**src/hw/rtl/dcp_pkg.sv**
```systemverilog
// shared types and constants for the dominance coefficient block
// no dependencies
package dcp_pkg;

  localparam int IDX_W   = 10;
  localparam int SLOT_W  = 15;
  localparam int VAL_W   = 18;
  localparam int COEF_W  = 36;
  localparam int POS_W   = 16;
  localparam int PAR_W   = 22;

  localparam int DEF_MAX_INDIVIDUALS = 1024;
  localparam int DEF_MAX_ENTRIES     = 16384;

  typedef enum logic [1:0] {
    OP_LOAD_PARENT = 2'd0,
    OP_LOAD_COLUMN = 2'd1,
    OP_LOAD_ENTRY  = 2'd2,
    OP_QUERY       = 2'd3
  } opcode_t;

  typedef enum logic [3:0] {
    ST_IDLE, ST_PAR, ST_COL, ST_SE, ST_SRCH, ST_FIN, ST_MUL0, ST_MUL1, ST_DONE
  } state_t;

  // load request towards the stores
  typedef struct packed {
    logic                  par_we;
    logic                  col_we;
    logic                  ent_we;
    logic [SLOT_W-1:0]     slot;
    logic [PAR_W-1:0]      par_data;
    logic [SLOT_W-1:0]     col_data;
    logic [IDX_W-1:0]      row_data;
    logic [VAL_W-1:0]      val_data;
  } wr_req_t;

  // sequencer status
  typedef struct packed {
    logic   busy;
    state_t state;
  } seq_stat_t;

endpackage

```
**src/hw/rtl/dcp_seq.sv**
```systemverilog
// query sequencer: parent lookup, four binary searches, products, result register
// depends on dcp_pkg
module dcp_seq
  import dcp_pkg::*;
#(
  parameter int MAX_INDIVIDUALS = DEF_MAX_INDIVIDUALS,
  parameter int MAX_ENTRIES     = DEF_MAX_ENTRIES,
  localparam int PAW = $clog2(MAX_INDIVIDUALS),
  localparam int CAW = $clog2(MAX_INDIVIDUALS + 1),
  localparam int EAW = $clog2(MAX_ENTRIES)
) (
  input  logic              clk,
  input  logic              rst,
  input  logic              start,
  input  logic [IDX_W-1:0]  first_individual,
  input  logic [IDX_W-1:0]  second_individual,
  input  logic              last_pair,
  output logic [PAW-1:0]    par_addr_a,
  output logic [PAW-1:0]    par_addr_b,
  input  logic [PAR_W-1:0]  par_rd_a,
  input  logic [PAR_W-1:0]  par_rd_b,
  output logic [CAW-1:0]    col_addr_a,
  output logic [CAW-1:0]    col_addr_b,
  input  logic [SLOT_W-1:0] col_rd_a,
  input  logic [SLOT_W-1:0] col_rd_b,
  output logic [EAW-1:0]    ent_addr,
  input  logic [IDX_W-1:0]  row_rd,
  input  logic [VAL_W-1:0]  val_rd,
  output seq_stat_t         stat,
  output logic              out_valid,
  input  logic              out_stall,
  output logic [COEF_W-1:0] coefficient,
  output logic              written,
  output logic              batch_end
);

  state_t state, state_next;

  logic [IDX_W-1:0]  ind_a, ind_b;
  logic              last_q;
  logic [IDX_W-1:0]  kd, ks, jd, js;
  logic [1:0]        li;
  logic [IDX_W-1:0]  row_q;
  logic [POS_W-1:0]  m, probe;
  logic [SLOT_W-1:0] n;
  logic [VAL_W-1:0]  vals [4];
  logic [COEF_W-1:0] p0, p1;

  // combinational datapath
  logic              qualify;
  logic [IDX_W-1:0]  pa, pb, col_c, row_c;
  logic              col_ok;
  logic              se_empty;
  logic [SLOT_W-1:0] se_n;
  logic              probe_ok, lt;
  logic [POS_W-1:0]  m_n;
  logic [SLOT_W-1:0] n_n;
  logic              hit;
  logic [COEF_W:0]   sum;
  logic [COEF_W-1:0] sum_sat;
  logic              out_free;

  // pair qualification from the pedigree read
  assign qualify = (32'(ind_a) < MAX_INDIVIDUALS) && (32'(ind_b) < MAX_INDIVIDUALS)
                   && (ind_a != ind_b) && par_rd_a[10] && par_rd_a[21]
                   && par_rd_b[10] && par_rd_b[21];

  // parent pair for the current lookup: mm, ff, mf, fm
  always_comb begin
    unique case (li)
      2'd0:    begin pa = kd; pb = jd; end
      2'd1:    begin pa = ks; pb = js; end
      2'd2:    begin pa = kd; pb = js; end
      default: begin pa = ks; pb = jd; end
    endcase
    col_c = (pa > pb) ? pa : pb;
    row_c = (pa > pb) ? pb : pa;
  end
  assign col_ok = 32'(col_c) < MAX_INDIVIDUALS;

  // column bounds
  assign se_empty = col_rd_b <= col_rd_a;
  assign se_n     = col_rd_b - col_rd_a - SLOT_W'(1);

  // one probe step of the lower-bound search
  assign probe_ok = 32'(probe) < MAX_ENTRIES;
  assign lt       = probe_ok && (row_rd < row_q);
  always_comb begin
    if (lt) begin
      m_n = probe + POS_W'(1);
      n_n = n - (n >> 1) - SLOT_W'(1);
    end else begin
      m_n = m;
      n_n = n >> 1;
    end
  end
  assign hit = probe_ok && (row_rd == row_q);

  // final sum with saturation
  assign sum      = {1'b0, p0} + {1'b0, p1};
  assign sum_sat  = sum[COEF_W] ? {COEF_W{1'b1}} : sum[COEF_W-1:0];
  assign out_free = !out_valid || !out_stall;

  // next state
  always_comb begin
    state_next = state;
    unique case (state)
      ST_IDLE: if (start) state_next = ST_PAR;
      ST_PAR:  state_next = qualify ? ST_COL : ST_DONE;
      ST_COL: begin
        if (col_ok) state_next = ST_SE;
        else if (li == 2'd3) state_next = ST_MUL0;
      end
      ST_SE: begin
        if (se_empty) state_next = (li == 2'd3) ? ST_MUL0 : ST_COL;
        else if (se_n != '0) state_next = ST_SRCH;
        else state_next = ST_FIN;
      end
      ST_SRCH: if (n_n == '0) state_next = ST_FIN;
      ST_FIN:  state_next = (li == 2'd3) ? ST_MUL0 : ST_COL;
      ST_MUL0: state_next = ST_MUL1;
      ST_MUL1: state_next = ST_DONE;
      ST_DONE: if (out_free) state_next = ST_IDLE;
      default: state_next = ST_IDLE;
    endcase
  end

  // memory read addresses
  logic [POS_W-1:0] ent_pos;
  always_comb begin
    par_addr_a = PAW'(first_individual);
    par_addr_b = PAW'(second_individual);
    col_addr_a = CAW'(col_c);
    col_addr_b = CAW'({1'b0, col_c} + (IDX_W + 1)'(1));
    ent_pos    = probe;
    unique case (state)
      ST_SE:   ent_pos = (se_n != '0) ? POS_W'(col_rd_a) + POS_W'(se_n >> 1)
                                      : POS_W'(col_rd_a);
      ST_SRCH: ent_pos = (n_n != '0) ? m_n + POS_W'(n_n >> 1) : m_n;
      default: ent_pos = probe;
    endcase
    ent_addr = EAW'(ent_pos);
  end

  // control registers
  always_ff @(posedge clk) begin
    if (rst) begin
      state     <= ST_IDLE;
      out_valid <= 1'b0;
      li        <= 2'd0;
    end else begin
      state <= state_next;
      if (state == ST_DONE && out_free) begin
        out_valid <= 1'b1;
      end else if (out_valid && !out_stall) begin
        out_valid <= 1'b0;
      end
      if (state == ST_PAR) begin
        li <= 2'd0;
      end else if ((state == ST_COL && !col_ok) || (state == ST_SE && se_empty)
                   || state == ST_FIN) begin
        li <= li + 2'd1;
      end
    end
  end

  // datapath registers
  always_ff @(posedge clk) begin
    if (state == ST_IDLE && start) begin
      ind_a  <= first_individual;
      ind_b  <= second_individual;
      last_q <= last_pair;
    end
    if (state == ST_PAR) begin
      kd <= par_rd_a[9:0];
      ks <= par_rd_a[20:11];
      jd <= par_rd_b[9:0];
      js <= par_rd_b[20:11];
      p0 <= '0;
      p1 <= '0;
    end
    if (state == ST_COL) begin
      row_q <= row_c;
      if (!col_ok) vals[li] <= '0;
    end
    if (state == ST_SE) begin
      m     <= POS_W'(col_rd_a);
      n     <= se_n;
      probe <= ent_pos;
      if (se_empty) vals[li] <= '0;
    end
    if (state == ST_SRCH) begin
      m     <= m_n;
      n     <= n_n;
      probe <= ent_pos;
    end
    if (state == ST_FIN) begin
      vals[li] <= hit ? val_rd : '0;
    end
    if (state == ST_MUL0) p0 <= vals[0] * vals[1];
    if (state == ST_MUL1) p1 <= vals[2] * vals[3];
    if (state == ST_DONE && out_free) begin
      coefficient <= sum_sat;
      written     <= sum_sat != '0;
      batch_end   <= last_q;
    end
  end

  assign stat.busy  = state != ST_IDLE;
  assign stat.state = state;

endmodule

```
**config.mk**
```make
export PLATFORM = sky130hd
export DESIGN_NAME = dcp_seq
export DESIGN_NICKNAME = d
export VERILOG_FILES = /design/src/hw/rtl/dcp_pkg.sv /design/src/hw/rtl/dcp_seq.sv
export SDC_FILE = /design/constraint.sdc
export NUM_CORES = 2
export LEC_CHECK = 0
export BUFFER_PORTS_ARGS = -buffer_cell sky130_fd_sc_hd__buf_2
export CORE_ASPECT_RATIO = 0.6
export CORE_UTILIZATION = 47
export DETAILED_ROUTE_END_ITERATION = 16
export PLACE_DENSITY = 0.62
export SYNTH_ARGS = -nofsm -noshare
export SYNTH_HDL_FRONTEND = slang
export SYNTH_SLANG_ARGS = --single-unit
```
**constraint.sdc**
```tcl
create_clock -name clk -period 8.65 [get_ports clk]
set_input_delay 0.4325 -clock clk [delete_from_list [all_inputs] [get_ports clk]]
set_output_delay 0.4325 -clock clk [all_outputs]
set_load 0.01 [all_outputs]
```
-- After elaboration in Yosys (flattened, before gate mapping)
Memories as Yosys holds them, arrays and structs flattened.
Index checks and enable logic that the tools add are counted.
W data, S select, Z words.
- output and inout bits: 100
- latch bits: 0
- bits in read-only memories: 0
- memory bits (writable): 72
- memories kept: 1
- bits in registers: 235
- memories (name ; depth ; bits a word ; read ports ; clocked after memory_dff ; write ports ; line ; source):
    vals ; 4 ; 18 ; 4 ; 0 ; 1 ; dcp_seq.sv:46 ; logic [VAL_W-1:0] vals [4];
- magnitude comparators: 4
- reduce and logical (&&, ||, !) cells: 29
- multiply operators: 2
- divide/modulo/power cells: 0
- eq/ne operators: 16
- bitwise gates (word level): 1
- shift-type cells: 0
- add/sub/neg operators: 10
- multiplexer cells: 36
- operator list (operator ; count):
    $mux W36 ; 4
    $mux W16 ; 7
    $mul A18 B18 Y36 ; 2
    $mux W15 ; 3
    $mux W10 ; 4
    $add A36 B36 Y37 ; 1
    $mux W18 ; 2
    $pmux W4 S9 ; 1
    $reduce_bool A36 Y1 ; 1
    $pmux W16 S2 ; 1
    $reduce_bool A15 Y1 ; 2
    $sub A15 B1 Y15 const B ; 2
    $add A15 B14 Y16 ; 1
    $add A16 B1 Y16 const B ; 1
    $add A16 B14 Y16 ; 1
    $eq A4 B3 Y1 const B ; 4
    $lt A16 B15 Y1 const B ; 1
    $mux W4 ; 4
    $le A15 B15 Y1 ; 1
    $logic_not A15 Y1 ; 1
    $sub A15 B14 Y15 ; 1
    $sub A15 B15 Y15 ; 1
    $add A10 B1 Y11 const B ; 1
    $eq A10 B10 Y1 ; 1
    other kinds (22) ; 50

-- Longest topological paths before layout
- depth after elaboration: 8
- gate-level depth with buffers: 26

-- Worst setup path after synthesis
Ideal clock, no wire load.
- kind: register -> register
- start point: memory vals[2][15]
- end point: register p1[35] (data pin)
- cell stages (with the launch flop): 25
- path slack: 2234 ps
- arrival time: 6150 ps
- cells stage by stage: edfxtp_1 clkbuf_1 clkbuf_1 nand2_1 fa_1 fa_1 fa_1 inv_1 fa_1 fa_1 inv_1 fa_1 inv_1 ha_1 a21o_1 a21o_1 a21o_1 a21oi_1 o21ai_0 a21o_1 o41a_1 a41o_1 a31oi_1 xnor2_1 nor2_1
- RTL lines (element ; line ; source):
    from (decl) ; dcp_seq.sv:46 ;
    to (signal assigned) ; dcp_seq.sv:201 ; if (state == ST_MUL1) p1 <= vals[2] * vals[3];
    to (decl) ; dcp_seq.sv:47 ; logic [COEF_W-1:0] p0, p1;

==> flow_metrics.py <==
metrics = {
    "yosys": {
        "yosysSeqAreaShare": 0.240,
        "yosys_most_used_dff": "edfxtp_1",
        "synth_cell_type_count": 79,
        "synth_edf_count": 300,
        "synth_area_sq_mm": 0.0382,
        "async_flop_share": 0,
        "synth-seq-cells": 307,
        "syn-num-nets": 4914,
        "syn_inst": 3930,
        "yosys_warnings": 0,
        "avgSynthCellArea_sq_um": 9.71,
    },
    "pwr": {
        "vdd_ir_drop_max_mv": 0.121,
        "p_leak_nw": 19.6,
        "power_switching_share": 0.296,
        "intPower_mw": 2.88,
        "seqPwrFrac": 0.424,
        "clockPowerShare": 0.370,
        "netSwitchingPower_mw": 1.21,
        "combPwrFrac": 0.206,
        "p_total_mw": 4.10,
        "power.density_mw_per_mm2": 99.2,
    },
    "setup_path": {
        "crit_path_top_delay_cell": "edfxtp_1",
        "crit_top_cell": "fa_1",
        "crit_chain": "nand2_1 -> fa_1 -> fa_1 -> fa_1 -> inv_1 -> fa_1 -> fa_1 -> inv_1 -> fa_1 -> inv_1 -> ha_1 -> o21ai_0 -> a21boi_0 -> o31ai_1 -> a31oi_1 -> nand3_1 -> a31oi_1 -> a21o_1 -> a21oi_1 -> o21ai_0 -> xnor2_1 -> nor2_1",
        "critPathMaxStageDelay_ps": 890,
        "crit_fanout": 18,
        "path_buf_inv": 3,
        "start_kind": "flip-flop",
        "arrival_ps": 7460,
        "critPathKind": "flip-flop to flip-flop",
        "crit_family": "adder cells",
        "required_ps": 8980,
        "cp-end-kind": "flip-flop",
    },
    "final_layout": {
        "fill_cells": 7448,
        "final_area_sq_mm": 0.0413,
        "nNetsFinal": 5038,
        "drive_gt1_frac": 0.0831,
        "syn_to_final_growth_pct": 8.12,
    },
    "timing": {
        "clock_skew_ps": 61.0,
        "fin_crit_sh": 0.825,
        "rsz0062_at_grt": "false",
        "max_freq_mhz": 140,
        "max_slew_margin": 0.203,
        "fin_crit_ps": 7140,
        "finalSetupViolCount": 0,
        "setup_tns_ps": 0,
        "maxSlewViolCount": 0,
        "max_slew.worst_pin.slew_ps": 1170,
        "hold_viol": 0,
    },
    "placed_design": {
        "port_buffers": 225,
        "dp.final_hpwl_microns": 87400,
        "place_area_sq_mm": 0.0401,
        "place_congestion": 0.955,
    },
    "cts": {
        "post_cts_buffers": 0,
        "path_clk_slew_ps": 80,
        "holdBufCountCts": 0,
        "cts_sinks": 307,
        "cts_buffers": 35,
        "cts_resized": 0,
        "clock_path_buffers": 3,
        "htree_levels": 2,
        "cts_root_buf": "clkbuf_16",
        "cts_tree": "yes",
        "insertion_delay_ps": 600,
    },
    "route": {
        "wl_met3_microns": 16200,
        "highest_layer": "met4",
        "wl_met1_microns": 54000,
        "dr.pass1.iters": 13,
        "drc": 24,
        "drtAntennaViolNets": 0,
        "totalWireLength_microns": 109000,
        "routed-via-count": 27760,
        "drtIter0Drc": 2528,
        "wl_per_cell_microns": 21.2,
        "route.met2.wl_microns": 37700,
        "via_per_inst": 5.39,
    },
    "status": {
        "violations": "design-rule violations",
        "status": "complete, but fails checks",
    },
    "global_routing": {
        "grt_pass1_vias": 27361,
        "grt_max_degree": 46,
        "overflow": 0,
        "grt_pass1_wl_microns": 167000,
        "grt_usage": 0.268,
        "grt_antenna_before_repair": 2,
    },
    "floorplanning": {
        "die_y_microns": 223,
        "die_w_microns": 370,
        "die-area_sq_mm": 0.0824,
        "ioPinCount": 227,
        "initial_core_util": 0.478,
        "row_count": 80,
        "core-area_sq_mm": 0.0799,
    },
    "worst_hold_path": {
        "hold_class": "input port to flip-flop",
    },
    "run": {
        "maxCapViolCount": 0,
    },
}
==> cells in the mapped netlist, types with 15 or more instances <==
library cell  instances  area share
a211oi_1             17      0.0033
a21o_1               60       0.012
a21oi_1             116       0.015
a31oi_1              15      0.0025
and2_1              308       0.050
and3_1               32      0.0052
buf_4                36      0.0071
clkbuf_1            127       0.012
edfxtp_1            300        0.24
fa_1                517        0.27
ha_1                340        0.11
inv_1               658       0.065
mux2i_1              69       0.018
nand2_1             538       0.053
nand2b_1             34      0.0056
nand3_1              32      0.0042
nand4_1              17      0.0028
nor2_1              160       0.016
nor2b_1              21      0.0034
nor3_1               45      0.0059
o21a_1               30      0.0059
o21ai_0              99       0.013
xnor2_1              84       0.019
xor2_1               74       0.017
==> layer usage <==
metal  vias up  global-route usage
met5         -                   0
li1      12903                   -
met4         0              0.0360
met3        80               0.133
met1     13547               0.432
met2      1230               0.312
==> power by group through the flow <==
stage                     clock (mW)  combinational (mW)  sequential (mW)
final                           1.51               0.844             1.74
after detailed placement           0               0.827             1.77
after global routing            1.60               0.928             1.74
after floorplan                    0               0.582             1.76
after global placement             0               0.823             1.77
after CTS                       1.54               0.832             1.74
==> stage by stage <==
| stage | instances | utilization | hold slack [ps] | worst slack [ps] |
|---|---|---|---|---|
| final | 5148 | 0.517 | 61.2 | 1510 |
| after global routing | 5146 | 0.517 | 29.9 | 1130 |
| after CTS | 5146 | 0.517 | 27.8 | 1550 |
| after detailed placement | 5083 | 0.502 | 424 | 1610 |
| after global placement | 5083 | 0.502 | 409 | 1690 |
| after floorplan | 3930 | - | 400 | 2230 |
==> final cells by class <==
class	instances	area, sq um	area share
Multi-Input combinational cell	2793	25800	0.625
Sequential cell	307	9150	0.222
Inverter	659	2470	0.0599
Timing Repair Buffer	258	1370	0.0333
Tap cell	1066	1330	0.0323
Clock buffer	46	981	0.0238
Clock inverter	17	153	0.00370
Antenna cell	2	5.00	0.000121
==> placed cells by master (no fill, tap or decap), drive strengths merged, types with 9 or more instances in the layout <==
master	instances
a221o	13
mux2i	70
nor3	45
xnor2	84
inv	662
and3	32
o31ai	9
a31oi	15
nor4	12
nand2b	34
nand2	538
buf	258
fa	517
clkinv	10
a21o	60
o21a	30
a211oi	18
and2	308
or3	9
ha	340
nand3	33
o21ai	110
a211o	9
nand4	17
clkbuf	46
o21bai	12
nor2b	21
nor2	161
xor2	74
edfxtp	300
a21oi	117
==> state kept, by name, summed over array words and instances (netlist names), 2 cells and up <==
signal	count
coefficient	36
ind_a	10
ind_b	10
jd	10
js	10
kd	10
ks	10
li	2
m	16
n	15
p0	36
p1	36
probe	16
row_q	10
state	4
vals	72
==> cell families (layout without fill, tap and decap cells) <==
family / count (synthesis) / count (layout) / share of synthesized area
flops: 307 / 307 / 0.240
simple gates: 1238 / 1238 / 0.156
other cells: 1 / 3 / 0.0000982
mux: 77 / 77 / 0.0207
fa+ha+maj: 857 / 857 / 0.383
xor+xnor: 158 / 158 / 0.0363
buf+inv: 830 / 980 / 0.0852
compound gates: 462 / 462 / 0.0790
==> worst paths after layout <==
kind	startpoint	to	slack [ps]	cells past startpoint
max	vals[0][14]$_DFFE_PP_	p0[35]$_SDFFCE_PN0P_	1510	22
min reg2reg	last_q$_DFFE_PP_	batch_end$_DFFE_PP_	420	0
min	last_pair	last_q$_DFFE_PP_	60	1
max reg2reg	vals[0][14]$_DFFE_PP_	p0[35]$_SDFFCE_PN0P_	1510	22
Power figures use the tool's default switching activity.
